===== config.mk =====
export PLATFORM = sky130hd
export DESIGN_NAME = csf_ctrl
export DESIGN_NICKNAME = d
export VERILOG_FILES = /design/src/sv/csf_pkg.sv /design/src/sv/csf_ctrl.sv
export SDC_FILE = /design/constraint.sdc
export NUM_CORES = 1
export LEC_CHECK = 0
export BUFFER_PORTS_ARGS = -buffer_cell sky130_fd_sc_hd__buf_2
export CAP_MARGIN = 20
export CORE_MARGIN = 2
export CORE_UTILIZATION = 46
export DETAILED_ROUTE_END_ITERATION = 10
export GPL_TIMING_DRIVEN = 0
export PLACE_DENSITY = 0.71
export SETUP_SLACK_MARGIN = 0.15
export SLEW_MARGIN = 30
export SYNTH_ARGS = -nofsm -noshare
export SYNTH_HDL_FRONTEND = slang
export SYNTH_SLANG_ARGS = --single-unit

===== constraint.sdc =====
create_clock -name clk -period 5.8 [get_ports clk]
set_clock_uncertainty 0.1 [all_clocks]
set_input_delay 0.58 -clock clk [delete_from_list [all_inputs] [get_ports clk]]
set_output_delay 0.58 -clock clk [all_outputs]
set_load 0.01 [all_outputs]

===== src/sv/csf_pkg.sv =====
// ----------------------------------------------------------------------------
// csf_pkg: shared types and constants
// Step codes, arithmetic unit operations, controller/datapath command and
// status structs, register indexes and fixed-point constants.
// ----------------------------------------------------------------------------
package csf_pkg;

	typedef enum logic [1:0] {
		OP_MUL,
		OP_DIV,
		OP_SQRT,
		OP_DIVK
	} csf_op_t;

	typedef enum logic [4:0] {
		ST_IDLE,
		ST_KX, ST_DX, ST_AX, ST_VX,
		ST_KY, ST_DY, ST_AY, ST_VY,
		ST_VMX, ST_VMY, ST_VLIM, ST_VSQ,
		ST_VSX, ST_VDX, ST_VSY, ST_VDY,
		ST_PMX, ST_PDX, ST_PMY, ST_PDY,
		ST_LMX, ST_LMY, ST_LLIM, ST_LSQ,
		ST_LSX, ST_LDX, ST_LSY, ST_LDY,
		ST_CLAMP,
		ST_OUT
	} csf_state_t;

	typedef struct packed {
		csf_state_t step;
		logic       start;
		logic       load;
		logic       emit;
	} csf_cmd_t;

	typedef struct packed {
		logic done;
		logic big;
		logic rem_zero;
		logic step_zero;
	} csf_sts_t;

	localparam logic [1:0] REG_STIFFNESS = 2'd0;
	localparam logic [1:0] REG_DAMPING   = 2'd1;
	localparam logic [1:0] REG_MAX_SPEED = 2'd2;
	localparam logic [1:0] REG_MAX_LAG   = 2'd3;

	localparam logic [15:0] STIFFNESS_RST = 16'd20992;
	localparam logic [15:0] DAMPING_RST   = 16'd3617;
	localparam logic [19:0] MAX_SPEED_RST = 20'd196608;
	localparam logic [16:0] MAX_LAG_RST   = 17'd3932;

	localparam logic [16:0] POS_ONE    = 17'd65536;
	localparam logic [18:0] POS_CENTRE = 19'd32768;

	// 256000000 = 2^14 * 15625 and 1000000 = 2^6 * 15625
	localparam logic signed [63:0] ACC_SHIFT = 64'sd14;
	localparam logic signed [63:0] US_SHIFT  = 64'sd6;
	localparam logic [63:0]        DIVK_BASE  = 64'd15625;
	// floor(2^36 / 15625)
	localparam logic [63:0]        DIVK_RECIP = 64'd4398046;

endpackage


===== src/sv/csf_ctrl.sv =====
// ----------------------------------------------------------------------------
// csf_ctrl: spring follower sequencer
// Walks each sub-step through the arithmetic unit one operation at a time,
// branches on the speed and lag limits and drives both handshakes.
// ----------------------------------------------------------------------------
module csf_ctrl (
	input  logic                clk,
	input  logic                arst_n,
	input  logic                in_valid,
	output logic                in_ready,
	output logic                out_valid,
	input  logic                out_ready,
	input  csf_pkg::csf_sts_t   sts,
	output csf_pkg::csf_cmd_t   cmd
);
	import csf_pkg::*;

	csf_state_t state_q, state_d;
	logic       issued_q, out_valid_q;
	logic       op_state, emit, accept;

	assign op_state = (state_q != ST_IDLE) && (state_q != ST_CLAMP) && (state_q != ST_OUT);
	assign accept   = in_valid && (state_q == ST_IDLE);
	assign emit     = (state_q == ST_OUT) && (!out_valid_q || out_ready);

	always_comb begin
		state_d   = state_q;
		cmd.step  = state_q;
		cmd.start = op_state && !issued_q;
		cmd.load  = accept;
		cmd.emit  = emit;
		unique case (state_q)
			ST_IDLE:  if (in_valid) state_d = sts.step_zero ? ST_OUT : ST_KX;
			ST_KX:    if (sts.done) state_d = ST_DX;
			ST_DX:    if (sts.done) state_d = ST_AX;
			ST_AX:    if (sts.done) state_d = ST_VX;
			ST_VX:    if (sts.done) state_d = ST_KY;
			ST_KY:    if (sts.done) state_d = ST_DY;
			ST_DY:    if (sts.done) state_d = ST_AY;
			ST_AY:    if (sts.done) state_d = ST_VY;
			ST_VY:    if (sts.done) state_d = ST_VMX;
			ST_VMX:   if (sts.done) state_d = ST_VMY;
			ST_VMY:   if (sts.done) state_d = ST_VLIM;
			ST_VLIM:  if (sts.done) state_d = sts.big ? ST_VSQ : ST_PMX;
			ST_VSQ:   if (sts.done) state_d = ST_VSX;
			ST_VSX:   if (sts.done) state_d = ST_VDX;
			ST_VDX:   if (sts.done) state_d = ST_VSY;
			ST_VSY:   if (sts.done) state_d = ST_VDY;
			ST_VDY:   if (sts.done) state_d = ST_PMX;
			ST_PMX:   if (sts.done) state_d = ST_PDX;
			ST_PDX:   if (sts.done) state_d = ST_PMY;
			ST_PMY:   if (sts.done) state_d = ST_PDY;
			ST_PDY:   if (sts.done) state_d = ST_LMX;
			ST_LMX:   if (sts.done) state_d = ST_LMY;
			ST_LMY:   if (sts.done) state_d = ST_LLIM;
			ST_LLIM:  if (sts.done) state_d = sts.big ? ST_LSQ : ST_CLAMP;
			ST_LSQ:   if (sts.done) state_d = ST_LSX;
			ST_LSX:   if (sts.done) state_d = ST_LDX;
			ST_LDX:   if (sts.done) state_d = ST_LSY;
			ST_LSY:   if (sts.done) state_d = ST_LDY;
			ST_LDY:   if (sts.done) state_d = ST_CLAMP;
			ST_CLAMP: state_d = sts.rem_zero ? ST_OUT : ST_KX;
			ST_OUT:   if (emit) state_d = ST_IDLE;
			default:  state_d = ST_IDLE;
		endcase
	end

	always_ff @(posedge clk or negedge arst_n) begin
		if (!arst_n) begin
			state_q     <= ST_IDLE;
			issued_q    <= 1'b0;
			out_valid_q <= 1'b0;
		end else begin
			state_q <= state_d;
			if (sts.done)
				issued_q <= 1'b0;
			else if (cmd.start)
				issued_q <= 1'b1;
			if (emit)
				out_valid_q <= 1'b1;
			else if (out_ready)
				out_valid_q <= 1'b0;
		end
	end

	assign in_ready  = state_q == ST_IDLE;
	assign out_valid = out_valid_q;

endmodule


After elaboration in Yosys (flattened, before gate mapping)
Index checks and enable logic that the tools add are counted.

cells by class
  equality and inequality tests = 62
  muxes and demuxes = 39
  reductions and logical operators = 13

operators by type and width
  cell                  count
  $mux W5               33
  $pmux W5 S31          1
  $eq A5 B5 Y1 const B  15
  $ne A2 B2 Y1 const B  30
  $eq A5 B4 Y1 const B  8
  $reduce_and A30 Y1    1
  $eq A5 B3 Y1 const B  4
  $eq A5 B2 Y1 const B  2
  $ne A5 B5 Y1 const B  2
  $eq A5 B1 Y1 const B  1
  $logic_and A1 B1 Y1   5
  $logic_not A5 Y1      1
  $reduce_bool A5 Y1    1
  $mux W1               4
  $reduce_bool A2 Y1    2
  $mux W3               1
  $logic_not A1 Y1      2
  $logic_or A1 B1 Y1    1

word-level totals
  bits in registers = 7
  input port bits = 8
  output and inout port bits = 10

Longest topological paths before layout
Gate-level depths: netlist (run 1).

  word-level depth = 6
  depth in mapped cells = 6
  depth with buffers taken out = 4

Worst setup path before layout (run 1)
OpenSTA, ideal clock, no wires.

  path kind = register to output
  start = register state_q[4]
  end = output cmd[2] in the netlist's numbering
  arrival = 1,327 ps
  slack = 3,793 ps
  stages on the path, launching flop included = 7
  cells stage by stage = dfrtp_1 -> buf_6 -> clkbuf_1 -> nor4_1 -> a21oi_1 -> o21ai_0 -> nor2_1

RTL lines
  element                 RTL line        RTL
  start, declared         csf_ctrl.sv:18  csf_state_t state_q, state_d;
  start signal, assigned  csf_ctrl.sv:74  state_q <= state_d;
  end, declared           csf_ctrl.sv:14  output csf_pkg::csf_cmd_t cmd

==> PnR_summary.wiki, run 1 <==
{| class="wikitable"
! Metric !! Value
|-
| Status || finished, final reports clean
|-
| Placed Cells || 127
|-
| Pin count of the biggest net entering global routing || 11
|-
| Clock tree from TritonCTS || done
|-
| Number of flops mapped to enable cells by yosys || 0
|-
| Vias per inst || 6.34
|-
| Post-detail-place hpwl || 1440 um
|-
| Number of buffers inserted by post-CTS setup repair || 0
|-
| Area delta synth->final || 18.4%
|-
| Cell count after synthesis || 94
|-
| Fill count || 145
|-
| Total number of yosys warnings || 0
|-
| Chip width || 43.4 um
|-
| Power per unit of standard cell area || 563 nW/um^2
|-
| Relative contribution of combinational cells to total power || 0.708
|-
| Count of clock tree sinks || 7
|-
| Post-placement setup slack || 3.58 ns
|-
| Number of hold buffers added after cts || 0
|-
| Path type of the worst setup path || register to primary output
|-
| Max-capacitance violation count || 0
|-
| Average cell area after synthesis || 7.60 um^2
|-
| Drt wl/cell || 14.5 um
|-
| Cell depth of the worst flop-to-flop path || 6
|-
| Number of pins exceeding their max-slew limit in the final report || 0
|-
| Overall global routing resource usage || 0.216
|-
| Vias after detailed routing || 831
|-
| Post-CTS resize count || 0
|-
| Clock network latency to the later pin of the worst-skew pair || 0.25 ns
|-
| Predominant post-synthesis flop cell || dfrtp_1
|-
| Reg clk slew, reported paths || 0.05 ns
|-
| Clock Power Share || 0.092
|-
| Depth of the CTS H-tree || 1
|-
| Worst vdd ir || 272 uV
|-
| Initial core utilization || 0.480
|-
| GR Overflow Total || 0
|-
| Full die area || 1880 um^2
|-
| Buffer cell driving the clock tree root || clkbuf_4
|-
| Setup violators final || 0
|-
| Switching pwr || 240 uW
|-
| Share of cells above drive strength 1 || 0.243
|-
| Floorplan row count || 14
|-
| Cell variety after synth || 42
|-
| Number of DRC violations after detailed routing || 0
|-
| Data arrival time of the critical path || 1.83 ns
|-
| Syn_nets || 102
|-
| Number of buffers on the longest clock path || 2
|-
| Share of synthesized flip-flops with an asynchronous set or reset || 1.00
|-
| Minimum clock period || 2.51 ns
|-
| Setup TNS || 0 ns
|-
| FMAX || 398 MHz
|-
| Antenna-violating nets left || 0
|-
| # nets final || 124
|-
| CP startpoint kind || register
|-
| Yosys reg bits || 7
|-
| Worst Setup End Kind || primary output
|-
| Iteration count of the initial detailed-routing pass || 4
|-
| Number of clock buffers inserted by TritonCTS || 3
|-
| Net switching share of the total power || 0.503
|-
| Worst-path maximum fanout || 10
|-
| Die Span Y || 43.4 um
|-
| Worst Path Required || 5.12 ns
|-
| Setup repair after global routing missed its margin || false
|-
| Initial antenna violation count || 0
|-
| Sequential share of power || 0.201
|-
| Worst setup margin || 3.29 ns
|-
| DR iter-0 viols || 43
|-
| Static leakage power || 0.379 nW
|-
| Type of the worst min-delay path || primary input to asynchronous set/reset pin
|-
| Proportion of synthesized chip area in sequential cells || 0.245
|-
| Combined area of all synthesized cells || 714 um^2
|-
| PortBufs || 17
|-
| Worst slew margin || 0.714
|-
| Final estimated routing congestion in global placement || 0.886
|-
| Internal power consumption || 237 uW
|-
| Number of placed I/O pins || 18
|-
| Fraction of the cycle the final worst path needs || 0.434
|-
| First-pass GRT wire length || 3110 um
|-
| Proportion of netlist area held by the largest area contributor || 0.245
|-
| Slew at the pin with the worst max-slew slack || 0.430 ns
|-
| Final Hold Fails || 0
|-
| Placeable core area || 1490 um^2
|-
| Cell taking the most area after synthesis || dfrtp_1
|-
| Finished Layout Cells || 131
|-
| Largest cells by area after synthesis || dfrtp_1, a221o_1, a21oi_1, a31oi_1, nand2b_1
|-
| Ant. Diodes || 0
|-
| Total wirelength of the detailed-routed design || 1910 um
|-
| Total chip power || 477 uW
|-
| Vias in the first global route || 719
|}
==> power by group through the flow <==
stage	Clock (mW)	Combinational [mW]	Sequential [mW]
after floorplan	0	0.240	0.0993
after CTS	0.0445	0.332	0.0948
final	0.0437	0.337	0.0956
after global routing	0.0480	0.365	0.100
after global placement	0	0.326	0.0952
after detailed placement	0	0.329	0.0953
==> final cells by class <==
cell class,count,area [um^2],share of cell area
Multi-Input combinational cell,72,465,0.550
Sequential cell,7,175,0.207
Timing Repair Buffer,17,85.1,0.101
Buffer,11,58.8,0.0695
Clock buffer,4,26.3,0.0311
Tap cell,16,20.0,0.0237
Inverter,4,15.0,0.0178
==> cells in the final DEF (no fill, tap or decap), drive strengths merged, types with 2 or more instances in the layout <==
cell type and count:
nor2 6, buf 22, o21ai 5, inv 4
a2bb2oi 2, or3 2, a221o 3, clkbuf 10
nand2 6, nand2b 4, nand3 3, a31oi 4
dfrtp 7, a21oi 5, and3 3, nor2b 4
nand4 2, nor4 3
==> cell usage after synthesis (2+ instances only) <==
cell type,instances
nand4_1,2
nand2b_1,4
o21ai_0,5
dfrtp_1,7
buf_4,2
a221o_1,3
nor2_1,6
nand2_1,6
buf_2,2
inv_1,4
nand3_1,3
and3_1,2
a2bb2oi_1,2
nor4_1,3
clkbuf_1,6
a21oi_1,5
a31oi_1,4
nor2b_1,4
==> final timing paths <==
kind | from | end | slack, ns
setup / recovery | state_q[4] | cmd[2] | 3.29
hold / removal | arst_n | state_q[4] | 0.05
setup reg to reg | state_q[0] | state_q[3] | 3.75
hold reg to reg | issued_q | issued_q | 0.41
max in group asynchronous | arst_n | issued_q | 5.40
min in group clk | sts[3] | issued_q | 0.40
==> routing by layer <==
metal | wire length (um) | track usage
met5 | 0 | 0
met3 | 125 | 0.0250
met1 | 869 | 0.307
met4 | 14 | 0.0970
met2 | 897 | 0.328
==> sequential cells by signal (all words and copies together) (netlist names) <==
name / flops
out_valid: 1
state_q: 5
issued_q: 1
==> through the flow <==
stage | cell area, um^2 | hold slack [ns] | utilization
after CTS | 846 | 0.0549 | 0.568
after detailed placement | 820 | 0.320 | 0.550
final | 846 | 0.0514 | 0.568
after global routing | 846 | 0.0480 | 0.568
after floorplan | 714 | 0.184 | -
after global placement | 820 | 0.315 | 0.550
==> critical path, stage by stage, from the launching register on <==
cell	delay, ns
dfrtp_1	0.38
buf_6	0.14
clkbuf_1	0.21
nor4_1	0.31
a21oi_1	0.06
o21ai_0	0.28
nor2_1	0.06
buf_2	0.14
==> kinds of logic (layout without fill, tap and decap cells) <==
family / count (synthesis) / count (layout) / synth area share
xor+xnor: 1 / 1 / 0.0123
buf+inv: 15 / 36 / 0.103
flops: 7 / 7 / 0.245
compound gates: 32 / 32 / 0.322
simple gates: 39 / 39 / 0.317
Note: power is estimated with default switching activity, not from simulation.
==> run 2, diff against run 1 <==
PLACE_DENSITY = 0.73   (was 0.71)
clock period = 2.2 ns   (was 5.8 ns; I/O delays follow)
==> run 2 against run 1 <==
Compared with the run above:
- final area increased by 4.7%
- sequential cell count unchanged
- wire length increased by 3.3%
- final cell count increased by 0.76%
- global-route usage increased by 0.95 points
- die area unchanged
- count of clock-buffer cells in the layout unchanged
- sequential power increased to 2.7 times the previous value
- critical path type is now register to register
- critical endpoint is now state_q[3]
==> PnR_summary.wiki, run 2 (synthesis gave the netlist of run 1 again) <==
{| class="wikitable"
! Metric !! Value
|-
| Depth of the CTS H-tree || 1 (unchanged)
|-
| Post-detail-place hpwl || 1500 um (+4.0%)
|-
| Final estimated routing congestion in global placement || 0.886 (about the same)
|-
| Hold Path Sink || issued_q
|-
| Area delta synth->final || 24.0%
|-
| GR Overflow Total || 0 (unchanged)
|-
| Worst Setup End Kind || register
|-
| Type of the worst min-delay path || primary input to register
|-
| End of the worst register-to-register path || state_q[3]
|-
| Path type of the worst setup path || register to register
|-
| Internal power consumption || 651 uW (+170%)
|-
| Antenna-violating nets left || 0 (unchanged)
|-
| Number of buffers inserted by post-CTS setup repair || 0 (unchanged)
|-
| Minimum clock period || 2.01 ns
|-
| Slowest Stage Delay on Critical Path || 0.39 ns (about the same)
|-
| Pin count of the biggest net entering global routing || 11 (unchanged)
|-
| Smallest hold slack || 0.0578 ns (+0.00637 ns)
|-
| Net switching share of the total power || 0.496 (-0.00688)
|-
| Number of placed I/O pins || 18 (unchanged)
|-
| Reg clk slew, reported paths || 0.05 ns (about the same)
|-
| Reg with most FFs || state_q
|-
| Vias after detailed routing || 813 (-2.2%)
|-
| Most common cell after layout, fill and taps aside || buf_2
|-
| Setup violators final || 0 (unchanged)
|-
| Number of DRC violations after detailed routing || 0 (unchanged)
|-
| CP startpoint kind || register
|-
| Final Hold Fails || 0 (unchanged)
|-
| Power per unit of standard cell area || 1460 nW/um^2 (+160%)
|-
| Placed Cells || 127 (unchanged)
|-
| Buffer cell driving the clock tree root || clkbuf_4
|-
| Relative contribution of combinational cells to total power || 0.717 (+0.009)
|-
| Largest register FFs || 5 (unchanged)
|-
| Switching pwr || 641 uW (+170%)
|-
| Overall global routing resource usage || 0.225 (+0.00949)
|-
| Setup repair after global routing missed its margin || true
|-
| Number of cells on the worst hold path || 2
|-
| Die Span Y || 43.4 um (unchanged)
|-
| Max-capacitance violation count || 0 (unchanged)
|-
| # nets final || 125 (+0.81%)
|-
| Drt wl/cell || 14.9 um (+2.5%)
|-
| Data arrival time of the critical path || 2.03 ns (+0.20 ns)
|-
| Initial core utilization || 0.480 (unchanged)
|-
| PortBufs || 17 (unchanged)
|-
| Worst Path Required || 2.22 ns (-2.90 ns)
|-
| Fill count || 132 (-9.0%)
|-
| Status || finished, final reports clean
|-
| Finished Layout Cells || 132 (+0.76%)
|-
| First-pass GRT wire length || 3300 um (+6.2%)
|-
| Slew at the pin with the worst max-slew slack || 0.436 ns (+0.00658 ns)
|-
| Fraction of the cycle the final worst path needs || 0.913
|-
| Static leakage power || 0.403 nW (+6.3%)
|-
| Launch instance of the worst min-delay path || sts[3]
|-
| Sequence of cells on the critical path || buf_6 -> or3_4 -> or3_4 -> buf_6 -> and3_4 -> a211o_1
|-
| FMAX || 498 MHz
|-
| R2R setup slack || 0.19 ns (-3.56 ns)
|-
| Ant. Diodes || 0 (unchanged)
|-
| Chip width || 43.4 um (unchanged)
|-
| Sequential share of power || 0.198 (-0.003)
|-
| Number of clock buffers inserted by TritonCTS || 3 (unchanged)
|-
| Initial antenna violation count || 0 (unchanged)
|-
| Clock network latency to the later pin of the worst-skew pair || 0.24 ns (about the same)
|-
| Most frequent cells in the layout || buf_2, nor2_1, nand2_1, dfrtp_1, a21oi_1
|-
| Critical R2R Launch || state_q[4]
|-
| Cell with the largest stage delay on the worst path || or3_4
|-
| Cell depth of the worst flop-to-flop path || 6 (unchanged)
|-
| Clock tree from TritonCTS || done
|-
| DR iter-0 viols || 40 (-7.0%)
|-
| Floorplan row count || 14 (unchanged)
|-
| Full die area || 1880 um^2 (unchanged)
|-
| Worst-path maximum fanout || 8 (-2)
|-
| Number of pins exceeding their max-slew limit in the final report || 0 (unchanged)
|-
| Iteration count of the initial detailed-routing pass || 4 (unchanged)
|-
| Share of cells above drive strength 1 || 0.310 (+0.0669)
|-
| Final core utilization || 0.595 (+0.0269)
|-
| Total wirelength of the detailed-routed design || 1970 um (+3.3%)
|-
| Vias per inst || 6.16 (-2.9%)
|-
| Vias in the first global route || 725 (+0.83%)
|-
| Total chip power || 1.29 mW (+170%)
|-
| Worst vdd ir || 641 uV (+140%)
|-
| Count of clock tree sinks || 7 (unchanged)
|-
| Setup TNS || 0 ns (unchanged)
|-
| Worst slew margin || 0.709 (-0.00439)
|-
| Number of buffers on the longest clock path || 2 (unchanged)
|-
| Placeable core area || 1490 um^2 (unchanged)
|-
| Clock Power Share || 0.085 (-0.007)
|}
run 2: routing by layer:
metal	GRT usage	vias up	part of all wire
met5	0	-	0
met4	0.0788	0	0
met3	0.0333	0	0.073
met2	0.355	41	0.49
met1	0.315	370	0.43
li1	-	402	-
run 2: how the worst max path moves through the flow:
stage | from | end | slack [ns]
global route | state_q[4] | cmd[2] | 0.14
floorplan | state_q[4] | state_q[3] | 0.22
CTS | state_q[4] | state_q[3] | 0.17
global placement | state_q[0] | state_q[3] | 0.19
finish | state_q[4] | state_q[3] | 0.19
detailed placement | state_q[0] | state_q[3] | 0.17
run 2: area by class of cell:
cell class | count | area [um^2] | share of cell area
multi-input combinational | 72 | 483 | 0.545
tap | 16 | 20.0 | 0.0226
sequential | 7 | 176 | 0.199
clock buffer | 4 | 26.3 | 0.0297
inverter | 4 | 15.0 | 0.0169
timing repair buffer | 18 | 95.1 | 0.107
buffer | 11 | 70.1 | 0.0791
run 2: power by group through the flow:
stage | Sequential, mW | Combinational (mW) | Clock, mW
finish | 0.256 | 0.926 | 0.110
global route | 0.265 | 1.02 | 0.118
CTS | 0.252 | 0.886 | 0.115
detailed placement | 0.254 | 0.865 | 0
global placement | 0.251 | 0.862 | 0
floorplan | 0.262 | 0.633 | 0
run 2: per-stage QoR:
step,cell area [um^2],setup slack [ns]
2_1_floorplan,714,0.223
3_3_place_gp,820,0.187
3_5_place_dp,820,0.170
4_1_cts,861,0.166
5_1_grt,886,0.144
6_report,886,0.192
run 2: timing repair:
action / 4_1_cts / 5_1_grt
resized for setup: 4 / 12
endpoints found under the setup margin: 2 / 2
pin swaps: 1 / 0
hold buffers: 1 / 0
hold endpoints to repair: 7 / 0
run 2: critical path, delay by kind of cell, from the launching register on:
kind	cells	cell delay (ns)
AOI/OAI and AO/OA	1	0.26
buffers and inverters	2	0.28
DFF	1	0.38
and+or+nand+nor	3	0.87
==> run 3, diff against run 2 <==
CTS_CLUSTER_DIAMETER = 50   (was not set)
GPL_TIMING_DRIVEN = not set   (was 0)
==> run 3 against run 2 <==
Compared with the run above:
- fmax grew 1.9%
- core utilization shrank 2.3 points
- count of clock-buffer cells in the layout is the same
- die area is the same
- critical endpoint unchanged
- final area shrank 3.8%
- critical path type unchanged
==> PnR_summary.wiki, run 3 (synthesis gave the netlist of run 1 again) <==
{| class="wikitable"
! Metric !! Value
|-
| Status || finished, final reports clean
|-
| Type of the worst min-delay path || primary input to register
|-
| Drt wl/cell || 15.2 um (+2.0%)
|-
| Number of buffers on the longest clock path || 2 (unchanged)
|-
| Number of DRC violations after detailed routing || 0 (unchanged)
|-
| Chip width || 43.4 um (unchanged)
|-
| Slowest Stage Delay on Critical Path || 0.47 ns (+0.08 ns)
|-
| Fraction of the cycle the final worst path needs || 0.896 (-0.0170)
|-
| GR Overflow Total || 0 (unchanged)
|-
| Kind of cell adding the most delay to the critical path || simple AND/OR/NAND/NOR gates
|-
| Depth of the CTS H-tree || 1 (unchanged)
|-
| Setup TNS || 0 ns (unchanged)
|-
| Static leakage power || 0.384 nW (-4.8%)
|-
| Number of pins exceeding their max-slew limit in the final report || 0 (unchanged)
|-
| Share of cells above drive strength 1 || 0.286 (-0.0246)
|-
| Pin count of the biggest net entering global routing || 17 (+6)
|-
| Length of routed met3 wiring || 196 um (+37%)
|-
| Path type of the worst setup path || register to register
|-
| Data arrival time of the critical path || 2.01 ns (-0.02 ns)
|-
| PortBufs || 17 (unchanged)
|-
| Post-placement setup slack || 0.216 ns (+0.0455 ns)
|-
| Fill count || 133 (+0.76%)
|-
| Total chip power || 1.28 mW (-0.98%)
|-
| Count of clock tree sinks || 7 (unchanged)
|-
| Initial antenna violation count || 0 (unchanged)
|-
| Number of cells on the worst hold path || 2 (unchanged)
|-
| CP startpoint kind || register
|-
| Smallest hold slack || 0.0398 ns (-0.0180 ns)
|-
| Iteration count of the initial detailed-routing pass || 4 (unchanged)
|-
| Vias in the first global route || 676 (-6.8%)
|-
| Clock tree from TritonCTS || done
|-
| Overall global routing resource usage || 0.208 (-0.0173)
|-
| Setup violators final || 0 (unchanged)
|-
| DR iter-0 viols || 66 (+65%)
|-
| Largest register FFs || 5 (unchanged)
|-
| Initial core utilization || 0.480 (unchanged)
|-
| Reg clk slew, reported paths || 0.05 ns (about the same)
|-
| # nets final || 121 (-3.2%)
|-
| First-pass GRT wire length || 3010 um (-8.8%)
|-
| Post-detail-place hpwl || 1440 um (-4.0%)
|-
| Number of buffers inserted by post-CTS setup repair || 0 (unchanged)
|-
| Most frequent cells in the layout || buf_2, buf_4, nor2_1, nand2_1
|-
| Ant. Diodes || 0 (unchanged)
|-
| Final Hold Fails || 0 (unchanged)
|-
| Worst Setup End Kind || register
|-
| Cell with the largest stage delay on the worst path || dfrtp_2
|-
| Reg with most FFs || state_q
|-
| Placeable core area || 1490 um^2 (unchanged)
|-
| Met1 Wirelength || 878 um (+3.2%)
|-
| Worst slew margin || 0.741 (+0.0315)
|-
| Minimum clock period || 1.97 ns (-0.0373 ns)
|-
| Final core utilization || 0.572 (-0.0227)
|-
| Top layer used by detailed routing || met3
|-
| Cell depth of the worst flop-to-flop path || 4 (-2)
|-
| Total wirelength of the detailed-routed design || 1950 um (-1.1%)
|-
| Worst Path Required || 2.24 ns (+0.02 ns)
|-
| FMAX || 507 MHz (+1.9%)
|-
| Cell depth of the worst setup path || 4 (-2)
|-
| Number of clock buffers inserted by TritonCTS || 3 (unchanged)
|-
| Setup repair after global routing missed its margin || false
|-
| Buffer cell driving the clock tree root || clkbuf_4
|-
| Worst vdd ir || 602 uV (-6.2%)
|-
| Floorplan row count || 14 (unchanged)
|-
| Power per unit of standard cell area || 1500 nW/um^2 (+2.9%)
|-
| Met2 routed WL || 873 um (-10%)
|-
| Antenna-violating nets left || 0 (unchanged)
|-
| Vias after detailed routing || 832 (+2.3%)
|-
| Area delta synth->final || 19.3%
|-
| Final estimated routing congestion in global placement || 0.906 (+2.2%)
|-
| Full die area || 1880 um^2 (unchanged)
|-
| Die Span Y || 43.4 um (unchanged)
|-
| Buffering stage count on the worst path with inverters included || 0 (-2)
|-
| Max-capacitance violation count || 0 (unchanged)
|-
| Number of placed I/O pins || 18 (unchanged)
|-
| Worst setup margin || 0.229 ns (+0.0373 ns)
|-
| Most common cell after layout, fill and taps aside || buf_2
|-
| Slew at the pin with the worst max-slew slack || 0.386 ns (-0.0507 ns)
|-
| Sequence of cells on the critical path || or3_4 -> or3_1 -> and3_4 -> a211o_1
|-
| Clock network latency to the later pin of the worst-skew pair || 0.25 ns (about the same)
|-
| Worst-path maximum fanout || 10 (+2)
|-
| Vias per inst || 6.50 (+5.5%)
|}
==> run 3: report_power, final <==
group / switching, mW / total [mW] / internal (mW)
registers: 0.0911 / 0.279 / 0.188
clock network: 0.0467 / 0.116 / 0.0692
logic: 0.488 / 0.884 / 0.396
==> run 3: cell type report <==
type | instances | area, um^2 | share of cell area
inverters | 4 | 15.0 | 0.0176
flip-flops and latches | 7 | 178 | 0.209
well taps | 16 | 20.0 | 0.0235
multi-input cells | 72 | 465 | 0.546
repair buffers | 25 | 148 | 0.173
clock buffers | 4 | 26.3 | 0.0308
==> run 3: worst paths after layout <==
path,start,end,slack [ns]
max,state_q[4],state_q[3],0.23
min,sts[3],issued_q,0.04
max reg2reg,state_q[4],state_q[3],0.23
min reg2reg,issued_q,issued_q,0.42
max in group asynchronous,arst_n,state_q[4],1.59
min in group asynchronous,arst_n,state_q[2],0.24
==> run 3: worst register-to-register path, stage by stage (launching register included) <==
cell and delay (ns):
dfrtp_2 0.47, or3_4 0.41, or3_1 0.43, and3_4 0.21, a211o_1 0.24
==> run 3: metal layers <==
metal	vias to the layer above	GRT usage
li1	395	-
met3	0	0.0417
met2	61	0.301
met1	376	0.323
met4	0	0.0364
met5	-	0
==> run 3: timing repair <==
action / CTS / global route
hold endpoints to repair: 7 / 0
setup endpoints to repair: 0 / 2
gates resized for setup: 0 / 3
hold buffers: 1 / 0
==> run 3: through the flow <==
| step | std cells | cell area [um^2] |
|---|---|---|
| CTS | 128 | 850 |
| global placement | 123 | 813 |
| global route | 128 | 852 |
| floorplan | 94 | 714 |
| finish | 128 | 852 |
| detailed placement | 123 | 813 |
